File: src/sv/life_grid_generation_engine_macros.svh
// ---------------------------------------------------------------------------
// Life grid generation engine: assertion macros
// Concurrent assertion helpers, compiled out when SYNTH is defined.
// ---------------------------------------------------------------------------
`ifndef LIFE_GRID_GENERATION_ENGINE_MACROS_SVH
`define LIFE_GRID_GENERATION_ENGINE_MACROS_SVH

`ifndef SYNTH

// Same-cycle implication
`define LGGE_ASSERT_NOW(label, clk, rst_n, ante, cons) \
    label: assert property (@(posedge clk) disable iff (!rst_n) (ante) |-> (cons)) \
        else $error("lgge assertion failed");

// Next-cycle implication
`define LGGE_ASSERT_NEXT(label, clk, rst_n, ante, cons) \
    label: assert property (@(posedge clk) disable iff (!rst_n) (ante) |=> (cons)) \
        else $error("lgge assertion failed");

`else

`define LGGE_ASSERT_NOW(label, clk, rst_n, ante, cons)

`define LGGE_ASSERT_NEXT(label, clk, rst_n, ante, cons)

`endif

`endif

File: src/sv/lgge_pkg.sv
// ---------------------------------------------------------------------------
// Life grid generation engine package
// Field widths, command codes, rule constants and controller states.
// ---------------------------------------------------------------------------
`timescale 1ns / 1ps

package lgge_pkg;

    // Transaction field widths
    localparam int MODE_W  = 2;
    localparam int INDEX_W = 4;
    localparam int CELLS_W = 16;

    // B3/S23 neighbor counts
    localparam logic [3:0] BIRTH_COUNT   = 4'd3;
    localparam logic [3:0] SURVIVE_COUNT = 4'd2;

    // Command codes carried in the mode field
    typedef enum logic [MODE_W-1:0] {
        MODE_LOAD = 2'd0,
        MODE_STEP = 2'd1,
        MODE_SHOW = 2'd2
    } mode_t;

    // Controller states
    typedef enum logic [1:0] {
        ST_IDLE,
        ST_PRIME,
        ST_RUN
    } state_t;

endpackage

File: src/sv/lgge_in_if.sv
// ---------------------------------------------------------------------------
// Life grid input channel
// Valid/ready channel carrying one command transaction.
// ---------------------------------------------------------------------------
`timescale 1ns / 1ps

interface lgge_in_if;

    logic                         valid;
    logic                         ready;
    logic [lgge_pkg::MODE_W-1:0]  mode;
    logic [lgge_pkg::INDEX_W-1:0] row_index;
    logic [lgge_pkg::CELLS_W-1:0] row_cells;

    modport source (output valid, output mode, output row_index, output row_cells,
                    input ready);
    modport sink   (input valid, input mode, input row_index, input row_cells,
                    output ready);

endinterface

File: src/sv/lgge_out_if.sv
// ---------------------------------------------------------------------------
// Life grid output channel
// Valid/ready channel carrying one emitted grid row per transaction.
// ---------------------------------------------------------------------------
`timescale 1ns / 1ps

interface lgge_out_if;

    logic                         valid;
    logic                         ready;
    logic [lgge_pkg::INDEX_W-1:0] out_row_index;
    logic [lgge_pkg::CELLS_W-1:0] out_row_cells;
    logic                         last_row;

    modport source (output valid, output out_row_index, output out_row_cells,
                    output last_row, input ready);
    modport sink   (input valid, input out_row_index, input out_row_cells,
                    input last_row, output ready);

endinterface

File: src/sv/lgge_cell_lane.sv
// ---------------------------------------------------------------------------
// Life grid cell lane
// Applies the B3/S23 rule to one cell from its 3x3 neighborhood.
// ---------------------------------------------------------------------------
`timescale 1ns / 1ps

module lgge_cell_lane (
    input  logic [2:0] up,
    input  logic [2:0] mid,
    input  logic [2:0] down,
    output logic       alive
);

    logic [3:0] count;

    // Eight-neighbor population, center excluded
    assign count = 4'(up[0]) + 4'(up[1]) + 4'(up[2])
                 + 4'(mid[0]) + 4'(mid[2])
                 + 4'(down[0]) + 4'(down[1]) + 4'(down[2]);

    // Birth on three, survival on two or three
    assign alive = (count == lgge_pkg::BIRTH_COUNT)
                 || ((count == lgge_pkg::SURVIVE_COUNT) && mid[1]);

endmodule

File: src/sv/lgge_row_unit.sv
// ---------------------------------------------------------------------------
// Life grid row unit
// One cell lane per column; lane outputs are merged into the new row.
// ---------------------------------------------------------------------------
`timescale 1ns / 1ps

module lgge_row_unit #(
    parameter int GRID_SIZE = 16
) (
    input  logic [GRID_SIZE-1:0] up_row,
    input  logic [GRID_SIZE-1:0] mid_row,
    input  logic [GRID_SIZE-1:0] down_row,
    output logic [GRID_SIZE-1:0] next_row
);

    // Dead border on both sides: cells beyond the edges never count
    logic [GRID_SIZE+1:0] up_pad;
    logic [GRID_SIZE+1:0] mid_pad;
    logic [GRID_SIZE+1:0] down_pad;

    assign up_pad   = {1'b0, up_row, 1'b0};
    assign mid_pad  = {1'b0, mid_row, 1'b0};
    assign down_pad = {1'b0, down_row, 1'b0};

    // Column lanes, merged bit by bit into the output row
    for (genvar c = 0; c < GRID_SIZE; c++) begin : g_lane
        lgge_cell_lane u_lane (
            .up    (up_pad[c+2:c]),
            .mid   (mid_pad[c+2:c]),
            .down  (down_pad[c+2:c]),
            .alive (next_row[c])
        );
    end

endmodule

File: src/sv/life_grid_generation_engine.sv
// Load (mode 0): no result. Emit (mode 1 or 2): accepted only in idle, then a prime state
// fills the row window, then one row per cycle while the output is not stalled; the first row
// passes the read register, the window registers and the output register before it is valid.
// The grid memory has a single read port, which feeds the three-row sliding window.
// Reset is asynchronous; per-row valid bits make the whole grid read dead at once,
// so the block takes commands as soon as reset is released.
// ---------------------------------------------------------------------------
// Life grid generation engine
// Bounded B3/S23 grid: row loads, in-place generation sweep and row readout.
// ---------------------------------------------------------------------------
`timescale 1ns / 1ps

`include "life_grid_generation_engine_macros.svh"

module life_grid_generation_engine #(
    parameter int GRID_SIZE = 16
) (
    input  logic       clk,
    input  logic       rst_n,
    lgge_in_if.sink    in_ch,
    lgge_out_if.source out_ch
);

    localparam int ROW_W    = $clog2(GRID_SIZE);
    localparam int IDX_WIDE = ((ROW_W > lgge_pkg::INDEX_W) ? ROW_W : lgge_pkg::INDEX_W) + 1;
    localparam int CELL_WIDE = (GRID_SIZE > lgge_pkg::CELLS_W) ? GRID_SIZE : lgge_pkg::CELLS_W;
    localparam logic [ROW_W-1:0] LAST_ROW = ROW_W'(GRID_SIZE - 1);
    localparam logic [ROW_W:0]   RD_LIMIT = (ROW_W + 1)'(GRID_SIZE);

    // Control state
    lgge_pkg::state_t state_reg, state_next;
    logic [ROW_W-1:0] row_cnt_reg, row_cnt_next;
    logic [ROW_W:0]   rd_cnt_reg, rd_cnt_next;
    logic             step_mode_reg, step_mode_next;

    // Row window: above and center rows; the row below sits in the read register
    logic [GRID_SIZE-1:0] up_reg, up_next;
    logic [GRID_SIZE-1:0] mid_reg, mid_next;

    // Grid memory and its read register
    logic [GRID_SIZE-1:0] grid_mem [GRID_SIZE];
    logic [GRID_SIZE-1:0] row_valid_reg;
    logic [GRID_SIZE-1:0] rd_raw_reg;
    logic                 rd_ok_reg;

    // Output register
    logic                         out_valid_reg;
    logic [lgge_pkg::INDEX_W-1:0] out_idx_reg;
    logic [lgge_pkg::CELLS_W-1:0] out_cells_reg;
    logic                         out_last_reg;

    logic                   in_fire;
    lgge_pkg::mode_t        in_mode;
    logic [IDX_WIDE-1:0]    load_idx_wide;
    logic                   load_in_range;
    logic [ROW_W-1:0]       load_addr;
    logic [CELL_WIDE-1:0]   load_cells_wide;
    logic [GRID_SIZE-1:0]   load_row;
    logic                   load_we;
    logic                   rd_load;
    logic [ROW_W:0]         rd_addr_wide;
    logic [ROW_W-1:0]       rd_addr;
    logic                   rd_hit;
    logic                   adv;
    logic                   out_free;
    logic [GRID_SIZE-1:0]   below_row;
    logic [GRID_SIZE-1:0]   next_row;
    logic                   mem_we;
    logic [ROW_W-1:0]       wr_addr;
    logic [GRID_SIZE-1:0]   wr_data;
    logic [GRID_SIZE-1:0]   emit_row;
    logic [CELL_WIDE-1:0]   emit_cells_wide;
    logic [IDX_WIDE-1:0]    emit_idx_wide;

    // Input decode
    assign in_ch.ready     = (state_reg == lgge_pkg::ST_IDLE);
    assign in_fire         = in_ch.valid & in_ch.ready;
    assign in_mode         = lgge_pkg::mode_t'(in_ch.mode);
    assign load_idx_wide   = IDX_WIDE'(in_ch.row_index);
    assign load_in_range   = (load_idx_wide < IDX_WIDE'(GRID_SIZE));
    assign load_addr       = load_idx_wide[ROW_W-1:0];
    assign load_cells_wide = CELL_WIDE'(in_ch.row_cells);
    assign load_row        = load_cells_wide[GRID_SIZE-1:0];

    // Read address: row 0 on command accept, else the prefetch counter
    assign rd_addr_wide = (state_reg == lgge_pkg::ST_IDLE) ? '0 : rd_cnt_reg;
    assign rd_hit       = (rd_addr_wide < RD_LIMIT);
    assign rd_addr      = rd_addr_wide[ROW_W-1:0];
    assign below_row    = rd_ok_reg ? rd_raw_reg : '0;

    assign out_free = ~out_valid_reg | out_ch.ready;

    // Column lanes
    lgge_row_unit #(
        .GRID_SIZE (GRID_SIZE)
    ) u_row_unit (
        .up_row   (up_reg),
        .mid_row  (mid_reg),
        .down_row (below_row),
        .next_row (next_row)
    );

    // Controller next state
    always_comb
    begin
        state_next     = state_reg;
        row_cnt_next   = row_cnt_reg;
        rd_cnt_next    = rd_cnt_reg;
        step_mode_next = step_mode_reg;
        up_next        = up_reg;
        mid_next       = mid_reg;
        load_we        = 1'b0;
        rd_load        = 1'b0;
        adv            = 1'b0;
        unique case (state_reg)
            lgge_pkg::ST_IDLE:
            begin
                if (in_fire)
                begin
                    unique case (in_mode) inside
                        lgge_pkg::MODE_LOAD:
                        begin
                            load_we = load_in_range;
                        end
                        lgge_pkg::MODE_STEP, lgge_pkg::MODE_SHOW:
                        begin
                            state_next     = lgge_pkg::ST_PRIME;
                            rd_load        = 1'b1;
                            rd_cnt_next    = (ROW_W + 1)'(1);
                            row_cnt_next   = '0;
                            up_next        = '0;
                            step_mode_next = (in_mode == lgge_pkg::MODE_STEP);
                        end
                        default: ;
                    endcase
                end
            end
            lgge_pkg::ST_PRIME:
            begin
                state_next  = lgge_pkg::ST_RUN;
                rd_load     = 1'b1;
                rd_cnt_next = rd_cnt_reg + (ROW_W + 1)'(1);
                mid_next    = below_row;
            end
            lgge_pkg::ST_RUN:
            begin
                if (out_free)
                begin
                    adv         = 1'b1;
                    rd_load     = 1'b1;
                    rd_cnt_next = rd_cnt_reg + (ROW_W + 1)'(1);
                    up_next     = mid_reg;
                    mid_next    = below_row;
                    if (row_cnt_reg == LAST_ROW)
                    begin
                        state_next   = lgge_pkg::ST_IDLE;
                        row_cnt_next = '0;
                    end
                    else
                    begin
                        row_cnt_next = row_cnt_reg + ROW_W'(1);
                    end
                end
            end
            default:
            begin
                state_next = lgge_pkg::ST_IDLE;
            end
        endcase
    end

    // Controller registers
    always_ff @(posedge clk or negedge rst_n)
    begin
        if (!rst_n)
        begin
            state_reg     <= lgge_pkg::ST_IDLE;
            row_cnt_reg   <= '0;
            rd_cnt_reg    <= '0;
            step_mode_reg <= 1'b0;
        end
        else
        begin
            state_reg     <= state_next;
            row_cnt_reg   <= row_cnt_next;
            rd_cnt_reg    <= rd_cnt_next;
            step_mode_reg <= step_mode_next;
        end
    end

    // Window registers
    always_ff @(posedge clk)
    begin
        up_reg  <= up_next;
        mid_reg <= mid_next;
    end

    // Memory write: row load, or in-place write-back of the new row
    assign mem_we  = load_we | (adv & step_mode_reg);
    assign wr_addr = load_we ? load_addr : row_cnt_reg;
    assign wr_data = load_we ? load_row : next_row;

    always_ff @(posedge clk)
    begin
        if (mem_we)
        begin
            grid_mem[wr_addr] <= wr_data;
        end
        if (rd_load)
        begin
            rd_raw_reg <= grid_mem[rd_addr];
        end
    end

    // Row valid bits; an unwritten row reads as dead
    always_ff @(posedge clk or negedge rst_n)
    begin
        if (!rst_n)
        begin
            row_valid_reg <= '0;
            rd_ok_reg     <= 1'b0;
        end
        else
        begin
            if (mem_we)
            begin
                row_valid_reg[wr_addr] <= 1'b1;
            end
            if (rd_load)
            begin
                rd_ok_reg <= rd_hit & row_valid_reg[rd_addr];
            end
        end
    end

    // Output payload
    assign emit_row        = step_mode_reg ? next_row : mid_reg;
    assign emit_cells_wide = CELL_WIDE'(emit_row);
    assign emit_idx_wide   = IDX_WIDE'(row_cnt_reg);

    always_ff @(posedge clk or negedge rst_n)
    begin
        if (!rst_n)
        begin
            out_valid_reg <= 1'b0;
        end
        else if (adv)
        begin
            out_valid_reg <= 1'b1;
        end
        else if (out_ch.ready)
        begin
            out_valid_reg <= 1'b0;
        end
    end

    always_ff @(posedge clk)
    begin
        if (adv)
        begin
            out_idx_reg   <= emit_idx_wide[lgge_pkg::INDEX_W-1:0];
            out_cells_reg <= emit_cells_wide[lgge_pkg::CELLS_W-1:0];
            out_last_reg  <= (row_cnt_reg == LAST_ROW);
        end
    end

    assign out_ch.valid         = out_valid_reg;
    assign out_ch.out_row_index = out_idx_reg;
    assign out_ch.out_row_cells = out_cells_reg;
    assign out_ch.last_row      = out_last_reg;

    // Checks
    `LGGE_ASSERT_NEXT(a_prime_one_cycle, clk, rst_n, state_reg == lgge_pkg::ST_PRIME, state_reg == lgge_pkg::ST_RUN)
    `LGGE_ASSERT_NEXT(a_stall_holds_row, clk, rst_n, (state_reg == lgge_pkg::ST_RUN) && out_valid_reg && !out_ch.ready, $stable(row_cnt_reg))
    `LGGE_ASSERT_NEXT(a_last_row_ends, clk, rst_n, adv && (row_cnt_reg == LAST_ROW), (state_reg == lgge_pkg::ST_IDLE) && out_last_reg)
    `LGGE_ASSERT_NOW(a_below_edge_dead, clk, rst_n, (state_reg == lgge_pkg::ST_RUN) && (row_cnt_reg == LAST_ROW), !rd_ok_reg)

endmodule

File: src/flat_wrapper.sv
// flat-port wrapper written by rule: the top's interface ports become plain ports
module life_grid_generation_engine_flat 
#(
    parameter int GRID_SIZE = 16
)
  (clk, rst_n, in_ch_valid, in_ch_mode, in_ch_row_index, in_ch_row_cells, in_ch_ready, out_ch_valid, out_ch_out_row_index, out_ch_out_row_cells, out_ch_last_row, out_ch_ready);
  lgge_in_if in_ch_i ();
  lgge_out_if out_ch_i ();
  input  logic clk;
  input  logic rst_n;
  input wire logic [$bits(in_ch_i.valid)-1:0] in_ch_valid;
  input wire logic [$bits(in_ch_i.mode)-1:0] in_ch_mode;
  input wire logic [$bits(in_ch_i.row_index)-1:0] in_ch_row_index;
  input wire logic [$bits(in_ch_i.row_cells)-1:0] in_ch_row_cells;
  output wire logic [$bits(in_ch_i.ready)-1:0] in_ch_ready;
  output wire logic [$bits(out_ch_i.valid)-1:0] out_ch_valid;
  output wire logic [$bits(out_ch_i.out_row_index)-1:0] out_ch_out_row_index;
  output wire logic [$bits(out_ch_i.out_row_cells)-1:0] out_ch_out_row_cells;
  output wire logic [$bits(out_ch_i.last_row)-1:0] out_ch_last_row;
  input wire logic [$bits(out_ch_i.ready)-1:0] out_ch_ready;
  assign in_ch_i.valid = in_ch_valid;
  assign in_ch_i.mode = in_ch_mode;
  assign in_ch_i.row_index = in_ch_row_index;
  assign in_ch_i.row_cells = in_ch_row_cells;
  assign in_ch_ready = in_ch_i.ready;
  assign out_ch_valid = out_ch_i.valid;
  assign out_ch_out_row_index = out_ch_i.out_row_index;
  assign out_ch_out_row_cells = out_ch_i.out_row_cells;
  assign out_ch_last_row = out_ch_i.last_row;
  assign out_ch_i.ready = out_ch_ready;
  life_grid_generation_engine #(.GRID_SIZE(GRID_SIZE)) u_core (.clk(clk), .rst_n(rst_n), .in_ch(in_ch_i), .out_ch(out_ch_i));
endmodule
File: config.mk
export PLATFORM = sky130hd
export DESIGN_NAME = life_grid_generation_engine_flat
export DESIGN_NICKNAME = d
export VERILOG_FILES = /design/src/sv/lgge_pkg.sv /design/src/sv/lgge_in_if.sv /design/src/sv/lgge_out_if.sv /design/src/sv/lgge_cell_lane.sv /design/src/sv/lgge_row_unit.sv /design/src/sv/life_grid_generation_engine.sv /design/src/flat_wrapper.sv
export VERILOG_INCLUDE_DIRS = /design/src /design/src/sv
export SDC_FILE = /design/constraint.sdc
export NUM_CORES = 1
export LEC_CHECK = 0
export BUFFER_PORTS_ARGS = -buffer_cell sky130_fd_sc_hd__buf_2
export CAP_MARGIN = 10
export CORE_UTILIZATION = 65
export CTS_CLUSTER_SIZE = 28
export DETAILED_ROUTE_END_ITERATION = 8
export PLACE_DENSITY = 0.91
export SYNTH_ARGS = -nofsm -noshare
export SYNTH_HDL_FRONTEND = slang
export SYNTH_SLANG_ARGS = --single-unit
File: constraint.sdc
create_clock -name clk -period 7 [get_ports clk]
set_clock_uncertainty 0.2 [all_clocks]
set_input_delay 1.4 -clock clk [delete_from_list [all_inputs] [get_ports clk]]
set_output_delay 1.4 -clock clk [all_outputs]
set_load 0.01 [all_outputs]
# Word-level counts from Yosys, hierarchy flattened
# Memories as Yosys holds them, arrays and structs flattened. A register that Yosys moved wholly into a read port is not among the register bits.
# Index checks and enable logic that the tools add are counted.
# W data, S select, Z words.
[op_classes]
bitwise_logic = 7
reduce_logical = 45
muxes = 41
order_cmp = 5
add_sub_neg = 107
n_eq_ne = 41
[ops]
columns = ["op", "count"]
rows = [
  ["$add A4 B1 Y4", 75],
  ["$eq A4 B2 Y1 const B", 32],
  ["$mux W16", 7],
  ["$pmux W16 S2", 2],
  ["$add A2 B1 Y3", 15],
  ["$add A1 B1 Y2", 15],
  ["$mux W4", 5],
  ["$mux W5", 4],
  ["$logic_and A1 B1 Y1", 17],
  ["$logic_or A1 B1 Y1", 16],
  ["$or A16 B16 Y16", 1],
  ["$lt A4 B5 Y1 const B", 3],
  ["$pmux W5 S3", 1],
  ["$mux W1", 13],
  ["$reduce_and A4 Y1", 3],
  ["$mux W2", 4],
  ["$pmux W4 S2", 1],
  ["$pmux W2 S3", 1],
  ["$reduce_bool A2 Y1", 3],
  ["$add A5 B1 Y5 const B", 1],
  ["$lt A5 B5 Y1 const B", 1],
  ["$add A4 B1 Y4 const B", 1],
  ["$bmux W1 S4", 1],
  ["$demux W1 S4", 1],
  ["15 further kinds", 23],
]
[totals]
in_bits = 26
mem_count = 1
regBits = 83
output_inout_bits = 23
mem_bits_rw = 256
[mem_list]
columns = ["memory", "depth", "width", "rd", "rd_ports_with_merged_regs", "write_ports", "line_no", "text"]
rows = [
  ["u_core.grid_mem", 16, 16, 1, 1, 1, "life_grid_generation_engine.sv:41", "logic [GRID_SIZE-1:0] grid_mem [GRID_SIZE];"],
]

# Depth between registers and ports, before layout
# Gate-level depths: netlist (run 1).
[depth]
word_depth = 11
mapped_depth = 13
depth_no_buf = 13

# Modules after synthesis
# Synthesis (run 1) repeated with hierarchy kept, for this count alone.
[unflattened]
hier_cells = 1162
hier_area_um2 = 17347.9
[modules_own_cells]
columns = ["mod", "n_inst", "cells_each", "seq_area_each_um2", "area_per_inst_um2"]
rows = [
  ["life_grid_generation_engine", 1, 793, 10510.1, 14276.2],
  ["lgge_cell_lane (u_core.u_row_unit.g_lane[0].u_lane ...)", 9, 23, 0.0, 185.2],
  ["lgge_cell_lane (u_core.u_row_unit.g_lane[3].u_lane ...)", 7, 23, 0.0, 200.2],
  ["lgge_row_unit", 1, 1, 0.0, 3.8],
]

# Worst setup path after synthesis (run 1)
# Ideal clock, no wire load.
[synth_timing]
kind = "reg2reg"
startpoint = "register u_core.up_reg[2]"
endpoint = "memory u_core.grid_mem[0][2] (data pin)"
setup_time_ns = 0.341
period_less_slack_ns = 4.190
required_time_ns = 6.459
arrival_ns = 3.649
stages_incl_launch_ff = 11
slack_ns = 2.810
path_cell_list = "edfxtp_1 -> inv_1 -> fa_1 -> fa_1 -> fa_1 -> inv_1 -> ha_1 -> fa_1 -> o21ai_0 -> nand2_1 -> o31ai_1"
[synth_via]
elab_chain_cells = 11
elab_cells_between_ends = 12
cone_classes = "7 x add/sub; 2 x eq/ne; 1 x mux; 2 x reduce/logical"
[synth_lines]
columns = ["element", "line_no", "text"]
rows = [
  ["start: declaration", "life_grid_generation_engine.sv:37", "logic [GRID_SIZE-1:0] up_reg, up_next;"],
  ["start signal: assignment", "life_grid_generation_engine.sv:194", "up_reg <= up_next;"],
  ["$add A1 B1 Y2 *", "lgge_cell_lane.sv:17", "assign count = 4'(up[0]) + 4'(up[1]) + 4'(up[2])"],
  ["$add A2 B1 Y3 *", "lgge_cell_lane.sv:17", ""],
  ["$add A4 B1 Y4 * (2 in series)", "lgge_cell_lane.sv:18", "+ 4'(mid[0]) + 4'(mid[2])"],
  ["$add A4 B1 Y4 * (3 in series)", "lgge_cell_lane.sv:19", "+ 4'(down[0]) + 4'(down[1]) + 4'(down[2]);"],
  ["$eq A4 B2 Y1", "lgge_cell_lane.sv:23", "|| ((count == lgge_pkg::SURVIVE_COUNT) && mid[1]);"],
  ["$logic_and A1 B1 Y1", "lgge_cell_lane.sv:23", ""],
  ["$logic_or A1 B1 Y1 *", "lgge_cell_lane.sv:23", ""],
  ["$mux W16 *", "life_grid_generation_engine.sv:201", "assign wr_data = load_we ? load_row : next_row;"],
  ["named net u_core.wr_data[2]", "life_grid_generation_engine.sv:70", "logic [GRID_SIZE-1:0] wr_data;"],
  ["end: declaration", "life_grid_generation_engine.sv:41", ""],
]
# The timed path passes the listed nets; every way through them passes the cells marked *.

# Worst setup path after layout (run 1)
[layout_timing]
startpoint = "register u_core.state_reg[0]"
endpoint = "memory u_core.grid_mem[2][8] (enable)"
[layout_via]
elab_cells_between_ends = 11
cone_classes = "1 x eq/ne; 6 x mux; 3 x bitwise; 1 x reduce/logical"
[layout_rtl]
columns = ["element", "line_no", "text"]
rows = [
  ["start: declaration", "life_grid_generation_engine.sv:31", "lgge_pkg::state_t state_reg, state_next;"],
  ["start signal: assignment", "life_grid_generation_engine.sv:177", "state_reg <= lgge_pkg::ST_IDLE;"],
  ["start signal: assignment", "life_grid_generation_engine.sv:184", "state_reg <= state_next;"],
  ["$eq A2 B2 Y1", "life_grid_generation_engine.sv:115", "unique case (state_reg)"],
  ["$mux W1", "life_grid_generation_engine.sv:115", ""],
  ["named net u_core.adv", "life_grid_generation_engine.sv:64", "logic adv;"],
  ["$and A1 B1 Y1", "life_grid_generation_engine.sv:199", "assign mem_we = load_we | (adv & step_mode_reg);"],
  ["$or A1 B1 Y1", "life_grid_generation_engine.sv:199", ""],
  ["$mux W1", "life_grid_generation_engine.sv:205", "if (mem_we)"],
  ["$mux W1 (not written as such)", "life_grid_generation_engine.sv:207", "grid_mem[wr_addr] <= wr_data;"],
]
# The timed path passes the listed nets, and every way through them passes these cells.

==> flow_metrics.py, run 1 <==
metrics = {
    "run_status": {
        "outcome": "finished clean",
    },
    "logic_synthesis": {
        "netlist_top_cells_area": "edfxtp_1 (57%), fa_1 (7.2%), dfrtp_1 (4.4%)",
        "synth.distinct_cells": 55,
        "synth.ff_latch_count": 355,
        "synth_ff_type": "edfxtp_1",
        "netlist.top_cell.by_area": "edfxtp_1",
        "async_flop_share": 0.0845,
        "yosys_warnings": 0,
        "syn_nets": 1348,
        "synth_edf_count": 325,
        "netlist_instances": 1205,
        "syn-cell-area_mm2": 0.0171,
        "synth.top_cell.area_share": 0.572,
        "yosysSeqAreaShare": 0.616,
        "synth_area_per_cell_um2": 14.2,
    },
    "final_layout": {
        "utilization": 0.736,
        "area_delta_synth_final_pct": 9.88,
        "seq_area_mm2": 0.0105,
        "top_register": "u_core.grid_mem",
        "nets": 1405,
        "largest_reg_flops": 256,
        "multi_input_area_mm2": 0.00577,
        "num-fill-cells": 1450,
        "diodes": 0,
        "layout-drive-gt1-share": 0.170,
    },
    "timing": {
        "whs_ps": 282,
        "hold_viol": 0,
        "fin_setup_tns_ps": 0,
        "setup_viol": 0,
        "tightest_slew_ps": 1160,
        "fin_crit_sh": 0.664,
        "drv_slew": 0,
        "maxSlewHeadroom": 0.220,
        "fmax_mhz": 215,
        "rsz0062_at_grt": "no",
        "timing.final.ws_setup_ps": 2350,
        "period_minus_slack_ps": 4650,
    },
    "grt": {
        "gr-total-overflow": 0,
        "grt_pass1_vias": 10893,
        "antenna_found_initial": 0,
        "grt_pass1_wl_mm": 59.4,
        "grt_max_degree": 72,
        "track_usage": 0.301,
    },
    "clock_network": {
        "clkTransAtPathRegs_ps": 70,
        "cts_setup_buffers": 0,
        "clock_path_buffers": 3,
        "clock-sinks": 355,
        "htree_num_levels": 2,
        "cts_root_buffer": "clkbuf_16",
        "cts_tree": "yes",
        "hold_buffers": 0,
        "clk_latency_ps": 530,
        "cts-resized-gates": 0,
        "cts_buffers": 36,
    },
    "detailed_routing": {
        "drtIter0Drc": 1232,
        "vias": 10442,
        "firstDrtPassIters": 6,
        "antenna_left": 0,
        "wirelength_mm": 38.9,
        "viasPerCell": 6.45,
        "remaining_drc_errors": 0,
        "wl_per_cell_um": 24.0,
    },
    "die": {
        "core_area_mm2": 0.0255,
        "die-area_mm2": 0.0269,
        "fp.dieH_um": 164,
        "die_w_um": 164,
        "ios": 49,
        "row_count": 58,
        "start_util": 0.670,
    },
    "setup_path": {
        "cp-end-kind": "register",
        "crit_fanout": 25,
        "arrival_ps": 4660,
        "crit_top_cell": "inv_1",
        "crit_path_cell_trace": "inv_1 -> ha_1 -> nand2_1 -> inv_1 -> a31oi_1 -> or2_1 -> nor2_1 -> buf_4",
        "crit_family": "simple AND/OR/NAND/NOR gates",
        "path_buf_inv": 3,
        "critPathKind": "register to register",
        "worst_ep_required_time_ps": 7010,
        "slowest_stage": "ha_1",
        "slowest_delay_ps": 810,
        "worstSetupStartpointType": "register",
    },
    "place": {
        "dp_slack_ps": 2370,
        "port_buffers": 48,
        "hpwlAfterDp_mm": 24.9,
        "routabilityCongestion": 0.893,
    },
    "min_path": {
        "hp-class": "register to register",
    },
    "run": {
        "maxCapViolCount": 0,
    },
}
cells in the final DEF (no fill, tap or decap), drive strengths merged, types with 3 or more instances in the layout:
cell       n
mux4      32
and2      18
nand3     20
ha        56
o21ai     83
a2bb2oi    3
mux2i     11
a21oi     53
nor3b      3
fa        61
inv      127
nand2     88
a22o       3
clkbuf    45
nor3       9
o211ai    12
dfrtp     30
a221oi    29
clkinv    16
nor2      49
edfxtp   325
a31oi      7
buf       80
o21bai    17
a311oi     3
nor2b     39
nand2b     6
mux2      29
o31ai     14
final timing paths:
kind / from / to / slack, ps / cells past startpoint
max in group asynchronous: rst_n / u_core.rd_cnt_reg[0] / 5310 / 1
worst min register to register: u_core.row_valid_reg[6] / u_core.row_valid_reg[6] / 280 / 1
worst max register to register: u_core.state_reg[0] / u_core.grid_mem[2][8] / 2350 / 8
worst min-delay path: u_core.row_valid_reg[6] / u_core.row_valid_reg[6] / 280 / 1
worst max-delay path: u_core.state_reg[0] / u_core.grid_mem[2][8] / 2350 / 8
min in group asynchronous: rst_n / u_core.out_ch.valid / 740 / 1
worst reg2reg max path: stages, from the launching register on:
cell     delay [ps]
dfrtp_1         400
inv_1           140
ha_1            810
nand2_1         250
inv_1           750
a31oi_1         270
or2_1           430
nor2_1          720
buf_4           340
logic make-up after synthesis:
family	Yosys count	share of synthesized area
AOI/OAI and AO/OA	233	0.0881
adders and majority gates	117	0.113
buffers and inverters	187	0.0480
DFF	355	0.616
muxes	72	0.0681
and+or+nand+nor	241	0.0672
final cells by class:
cell class                      count  area share
Tap cell                          330      0.0220
Inverter                          126      0.0252
Clock inverter                     19     0.00834
Sequential cell                   355       0.561
Clock buffer                       45      0.0499
Timing Repair Buffer               80      0.0256
Multi-Input combinational cell    663       0.308
synth_stat cells (3+ instances only):
cell type,instances
o211ai_1,12
buf_6,9
a221oi_1,28
buf_2,21
a31oi_2,3
buf_4,6
nand2b_1,6
nor3_1,9
fa_1,61
mux4_2,32
nor3b_1,3
o21bai_1,16
nor2_1,49
clkbuf_1,22
a31oi_1,4
mux2i_1,11
inv_1,125
o21ai_0,66
dfrtp_1,30
nand2_1,88
nand3_1,20
o21ai_1,16
a21oi_1,53
a311oi_1,3
and2_1,18
nor2b_1,37
mux2_2,28
ha_1,56
o31ai_1,14
a2bb2oi_1,3
edfxtp_1,325
layer usage:
metal | routed length (um) | global-route usage | part of all wire
met4 | 1210 | 0.108 | 0.031
met2 | 19100 | 0.497 | 0.49
met5 | 0 | 0 | 0
met3 | 4360 | 0.0750 | 0.11
met1 | 14300 | 0.391 | 0.37
per-stage QoR:
stage | instance area [um^2] | instances
6_report | 18700 | 1618
5_1_grt | 18700 | 1618
4_1_cts | 18700 | 1618
3_5_place_dp | 17700 | 1554
3_3_place_gp | 17700 | 1554
2_1_floorplan | 17100 | 1205
Power of run 1 is not shown: default switching activity piles up to over one toggle a cycle in this logic, so the estimate is an artifact.
==> run 2, diff against run 1 <==
--- a/config.mk
+++ b/config.mk
@@ -8,10 +8,10 @@
 export LEC_CHECK = 0
 export BUFFER_PORTS_ARGS = -buffer_cell sky130_fd_sc_hd__buf_2
 export CAP_MARGIN = 10
-export CORE_UTILIZATION = 65
+export CORE_UTILIZATION = 57
 export CTS_CLUSTER_SIZE = 28
 export DETAILED_ROUTE_END_ITERATION = 8
-export PLACE_DENSITY = 0.91
+export PLACE_DENSITY = 0.85
 export SYNTH_ARGS = -nofsm -noshare
 export SYNTH_HDL_FRONTEND = slang
 export SYNTH_SLANG_ARGS = --single-unit
==> constraint.sdc (replaced) <==
create_clock -name clk -period 3.9 [get_ports clk]
set_clock_uncertainty 0.2 [all_clocks]
set_input_delay 0.78 -clock clk [delete_from_list [all_inputs] [get_ports clk]]
set_output_delay 0.78 -clock clk [all_outputs]
set_load 0.01 [all_outputs]
==> run 2 against run 1 <==
  * Cell count is 7.8% higher
  * Via count rose by 3.9%
  * Sequential share of layout area fell by 3.1 points
  * Routed wire length grew 7.5%
  * Maximum frequency grew 19%
  * The run now ends with setup timing left
  * Sequential cell count is the same
==> flow_metrics.py, run 2 (synthesis gave the netlist of run 1 again) <==
metrics = {
    "run_status": {
        "outcome": "finished with violations",
        "violations": "setup timing",
    },
    "setup_path": {
        "slowest_stage": "fa_1",
        "slowest_delay_ps": 510,
        "critPathKind": "register to register",
        "arrival_ps": 3990,
        "worst_ep_required_time_ps": 3980,
        "cp-end-kind": "register",
        "crit_top_cell": "fa_1",
        "crit_fanout": 8,
        "crit_path_cell_trace": "inv_2 -> buf_4 -> fa_1 -> fa_1 -> fa_1 -> inv_1 -> ha_1 -> fa_2 -> nand3_1 -> o21ai_2 -> nand2_2 -> o31ai_4 -> buf_4 -> buf_6",
        "worstSetupStartpointType": "register",
    },
    "detailed_routing": {
        "drtIter0Drc": 1378,
        "wirelength_mm": 41.8,
        "wl_per_cell_um": 24.0,
        "antenna_left": 0,
        "viasPerCell": 6.22,
        "remaining_drc_errors": 0,
        "firstDrtPassIters": 5,
        "vias": 10851,
    },
    "timing": {
        "setup_viol": 21,
        "period_minus_slack_ps": 3910,
        "fin_crit_sh": 1.00,
        "tightest_slew_ps": 975,
        "fmax_mhz": 256,
        "timing.final.ws_setup_ps": -9.82,
        "maxSlewHeadroom": 0.349,
        "fin_setup_tns_ps": -82.6,
        "drv_slew": 0,
        "hold_viol": 0,
        "rsz0062_at_grt": "yes",
    },
    "final_layout": {
        "diodes": 0,
        "top_register": "u_core.grid_mem",
        "final_cell_mix": "edfxtp_1 (325), inv_1 (111), nand2_1 (82)",
        "largest_reg_flops": 256,
        "final_common_cell": "edfxtp_1",
        "nets": 1476,
        "utilization": 0.682,
        "num-fill-cells": 1777,
        "area_delta_synth_final_pct": 16.2,
        "layout-drive-gt1-share": 0.254,
    },
    "grt": {
        "grt_max_degree": 71,
        "gr-total-overflow": 0,
        "track_usage": 0.269,
        "grt_pass1_wl_mm": 61.9,
        "grt_pass1_vias": 10966,
        "antenna_found_initial": 0,
    },
    "die": {
        "ios": 49,
        "fp.dieH_um": 175,
        "start_util": 0.586,
        "row_count": 62,
        "core_area_mm2": 0.0291,
        "die-area_mm2": 0.0306,
        "die_w_um": 175,
    },
    "place": {
        "routabilityCongestion": 0.873,
        "port_buffers": 48,
        "hpwlAfterDp_mm": 24.8,
        "dp_slack_ps": -77.3,
    },
    "clock_network": {
        "clock-sinks": 355,
        "cts_tree": "yes",
        "htree_num_levels": 2,
        "clk_latency_ps": 530,
        "hold_buffers": 0,
        "clock_path_buffers": 3,
        "clkTransAtPathRegs_ps": 60,
        "cts_buffers": 37,
        "cts_root_buffer": "clkbuf_16",
    },
    "run": {
        "maxCapViolCount": 0,
    },
    "min_path": {
        "hp-class": "primary input to async pin",
    },
}
==> run 2: per-layer routing <==
layer,track usage,up-vias,part of all wire
li1,-,4642,-
met1,0.356,5412,0.37
met2,0.442,684,0.49
met3,0.0550,113,0.11
met4,0.0993,0,0.034
met5,0,-,0
==> run 2: cell type report <==
class	count	area, um^2	share of cell area
Clock inverter	20	210	0.0106
Multi-Input combinational cell	663	6010	0.303
Inverter	126	473	0.0239
Clock buffer	46	970	0.0489
Tap cell	384	480	0.0242
Timing Repair Buffer	150	1170	0.0588
Sequential cell	355	10500	0.530
==> run 2: repair_timing <==
item | 4_1_cts | 5_1_grt
resized for setup | 38 | 84
gates cloned | 5 | 7
endpoints found under the setup margin | 96 | 193
pin swaps | 9 | 46
buffers inserted | 6 | 18
hold endpoints to repair | 0 | 0
==> run 2: final timing paths <==
| check | from | end | slack, ps | cells past startpoint |
|---|---|---|---|---|
| max | u_core.up_reg[8] | u_core.grid_mem[9][8] | -10 | 14 |
| max reg2reg | u_core.up_reg[8] | u_core.grid_mem[9][8] | -10 | 14 |
| min in group clk | u_core.row_valid_reg[8] | u_core.row_valid_reg[8] | 280 | 1 |
| min | rst_n | u_core.row_cnt_reg[2] | 100 | 1 |
| min reg2reg | u_core.row_valid_reg[8] | u_core.row_valid_reg[8] | 280 | 1 |
| max in group asynchronous | rst_n | u_core.rd_cnt_reg[0] | 2860 | 1 |
==> run 2: stage by stage <==
step	instances	cell area [um^2]	hold WS [ps]
after CTS	1720	19400	110
after global routing	1744	19800	152
final	1744	19800	99.3
after floorplan	1205	17100	220
after detailed placement	1643	18100	263
after global placement	1643	18100	259
==> run 2: critical path, delay by kind of cell (launching register included) <==
kind                     cells  cell delay [ps]
adder cells (fa/ha/maj)      5             2000
flip-flops                   1              430
buffers and inverters        5              650
AO/OA/AOI/OAI                2              140
AND/OR/NAND/NOR              2              230
Power of run 2 is left out for the same reason.
==> run 3, diff against run 2 <==
--- a/config.mk
+++ b/config.mk
@@ -8,10 +8,10 @@
 export LEC_CHECK = 0
 export BUFFER_PORTS_ARGS = -buffer_cell sky130_fd_sc_hd__buf_2
 export CAP_MARGIN = 10
-export CORE_UTILIZATION = 57
+export CORE_UTILIZATION = 65
 export CTS_CLUSTER_SIZE = 28
 export DETAILED_ROUTE_END_ITERATION = 8
-export PLACE_DENSITY = 0.85
+export PLACE_DENSITY = 0.91
 export SYNTH_ARGS = -nofsm -noshare
 export SYNTH_HDL_FRONTEND = slang
 export SYNTH_SLANG_ARGS = --single-unit
==> constraint.sdc (replaced) <==
create_clock -name clk -period 4.6 [get_ports clk]
set_clock_uncertainty 0.2 [all_clocks]
set_input_delay 0.92 -clock clk [delete_from_list [all_inputs] [get_ports clk]]
set_output_delay 0.92 -clock clk [all_outputs]
set_load 0.01 [all_outputs]
==> run 3 against run 2 <==
  * Maximum frequency decreased by 9.6%
  * Design area decreased by 4.5%
  * Largest cell class unchanged
  * Cell count decreased by 5.9%
  * Highest routed layer unchanged
  * Non-clock buffer count decreased by 45
  * Register-to-register slack improved by 290 ps
  * Hold slack improved by 150 ps
  * Global-route usage increased by 5.2 points
  * Worst setup slack improved by 290 ps
  * Critical endpoint is now u_core.grid_mem[3][1]
  * First-iteration DRC count increased by 12%
  * Die area decreased by 12%
  * The run now ends clean
  * Count of clock-buffer cells in the layout decreased by 1
  * Sequential cell count unchanged
==> flow_metrics.py, run 3 (synthesis gave the netlist of run 1 again) <==
metrics = {
    "grt": {
        "antenna_found_initial": 0,
        "track_usage": 0.321,
        "grt_pass1_wl_mm": 62.7,
        "grt_pass1_vias": 11113,
        "grt_max_degree": 70,
        "gr-total-overflow": 0,
    },
    "timing": {
        "period_minus_slack_ps": 4320,
        "fin_setup_tns_ps": 0,
        "fin_crit_sh": 0.940,
        "tightest_slew_ps": 1080,
        "maxSlewHeadroom": 0.281,
        "fmax_mhz": 231,
        "setup_viol": 0,
        "drv_slew": 0,
        "hold_viol": 0,
        "rsz0062_at_grt": "no",
    },
    "setup_path": {
        "worst_ep_required_time_ps": 4640,
        "crit_family": "adder cells",
        "critical_path_depth": 12,
        "cp-end-kind": "register",
        "slowest_stage": "fa_1",
        "crit_path_cell_trace": "inv_1 -> fa_1 -> fa_1 -> fa_1 -> inv_1 -> ha_1 -> fa_1 -> nor2b_1 -> a31oi_1 -> nor4b_1 -> nand2_1 -> nand2_1",
        "ff2ff_path_depth": 12,
        "crit_fanout": 16,
        "rrSetupSlack_ps": 280,
        "crit_top_cell": "fa_1",
        "path_buf_inv": 2,
        "startpoint": "u_core.up_reg[2]",
        "endpoint": "u_core.grid_mem[3][1]",
        "slowest_delay_ps": 540,
        "arrival_ps": 4370,
        "r2r-end": "u_core.grid_mem[3][1]",
        "reg2reg_from": "u_core.up_reg[2]",
        "critPathKind": "register to register",
        "worstSetupStartpointType": "register",
    },
    "die": {
        "fp.dieH_um": 164,
        "core_area_mm2": 0.0255,
        "row_count": 58,
        "ios": 49,
        "die-area_mm2": 0.0269,
        "start_util": 0.670,
        "die_w_um": 164,
    },
    "final_layout": {
        "top_register": "u_core.grid_mem",
        "stdcell_area_mm2": 0.0189,
        "final_cell_mix": "edfxtp_1 (325), inv_1 (125), nand2_1 (88)",
        "area_delta_synth_final_pct": 11.0,
        "nets": 1429,
        "num-fill-cells": 1369,
        "layout-drive-gt1-share": 0.187,
        "final_common_cell": "edfxtp_1",
        "largest_reg_flops": 256,
        "diodes": 0,
    },
    "clock_network": {
        "cts_tree": "yes",
        "clkTransAtPathRegs_ps": 70,
        "cts_setup_buffers": 0,
        "cts-resized-gates": 0,
        "htree_num_levels": 2,
        "clock-sinks": 355,
        "cts_buffers": 35,
        "clock_path_buffers": 3,
        "hold_buffers": 0,
        "cts_root_buffer": "clkbuf_16",
        "clk_latency_ps": 520,
    },
    "detailed_routing": {
        "firstDrtPassIters": 6,
        "viasPerCell": 6.58,
        "drtIter0Drc": 1548,
        "antenna_left": 0,
        "vias": 10801,
        "wirelength_mm": 41.2,
        "wl_per_cell_um": 25.1,
        "remaining_drc_errors": 0,
    },
    "run_status": {
        "outcome": "finished clean",
    },
    "place": {
        "routabilityCongestion": 0.844,
        "hpwlAfterDp_mm": 25.4,
        "port_buffers": 48,
        "placed_area_mm2": 0.0179,
    },
    "min_path": {
        "hp-class": "primary input to async pin",
    },
    "run": {
        "maxCapViolCount": 0,
    },
}
-- run 3: cell count changes in the layout (fill, tap and decap cells not counted), moves of 11 or more --
cell     change
buf_6       -20
o31ai_4     -11
buf_4       -19
inv_2       -14
inv_1       +14
o31ai_1     +11
-- run 3: routing by layer --
| layer | GRT usage | share of wire |
|---|---|---|
| met1 | 0.413 | 0.35 |
| met2 | 0.524 | 0.48 |
| met3 | 0.0667 | 0.12 |
| met4 | 0.159 | 0.050 |
| met5 | 0 | 0 |
-- run 3: metrics by stage --
stage          utilization  hold slack (ps)  std cells  setup WS, ps
5_1_grt              0.743              293       1641          49.2
2_1_floorplan            -              220       1205           410
3_5_place_dp         0.701              263       1579           319
4_1_cts              0.743              267       1641           289
3_3_place_gp         0.701              257       1579           457
6_report             0.743              252       1641           277
-- run 3: area by class of cell --
cell class                      instances  area [um^2]  share of cell area
Clock buffer                           45          953              0.0504
Clock inverter                         17          114             0.00601
Inverter                              126          473              0.0250
Multi-Input combinational cell        663         5770               0.305
Sequential cell                       355        10500               0.555
Tap cell                              330          413              0.0218
Timing Repair Buffer                  105          693              0.0366
-- run 3: worst min path at each step --
stage	to	slack (ps)	cells past startpoint
5_1_grt	u_core.row_cnt_reg[1]	290	1
4_1_cts	u_core.out_ch.valid	270	1
3_3_place_gp	u_core.row_valid_reg[4]	260	1
6_report	u_core.row_cnt_reg[3]	250	1
3_5_place_dp	u_core.row_valid_reg[14]	260	1
2_1_floorplan	u_core.out_ch.out_row_index[2]	220	0
-- run 3: worst register-to-register path: stages, from the launching register on --
cell	delay [ps]
edfxtp_1	390
inv_1	160
fa_1	460
fa_1	520
fa_1	540
inv_1	50
ha_1	220
fa_1	390
nor2b_1	130
a31oi_1	60
nor4b_1	410
nand2_1	100
nand2_1	420
Power of run 3 is left out for the same reason.
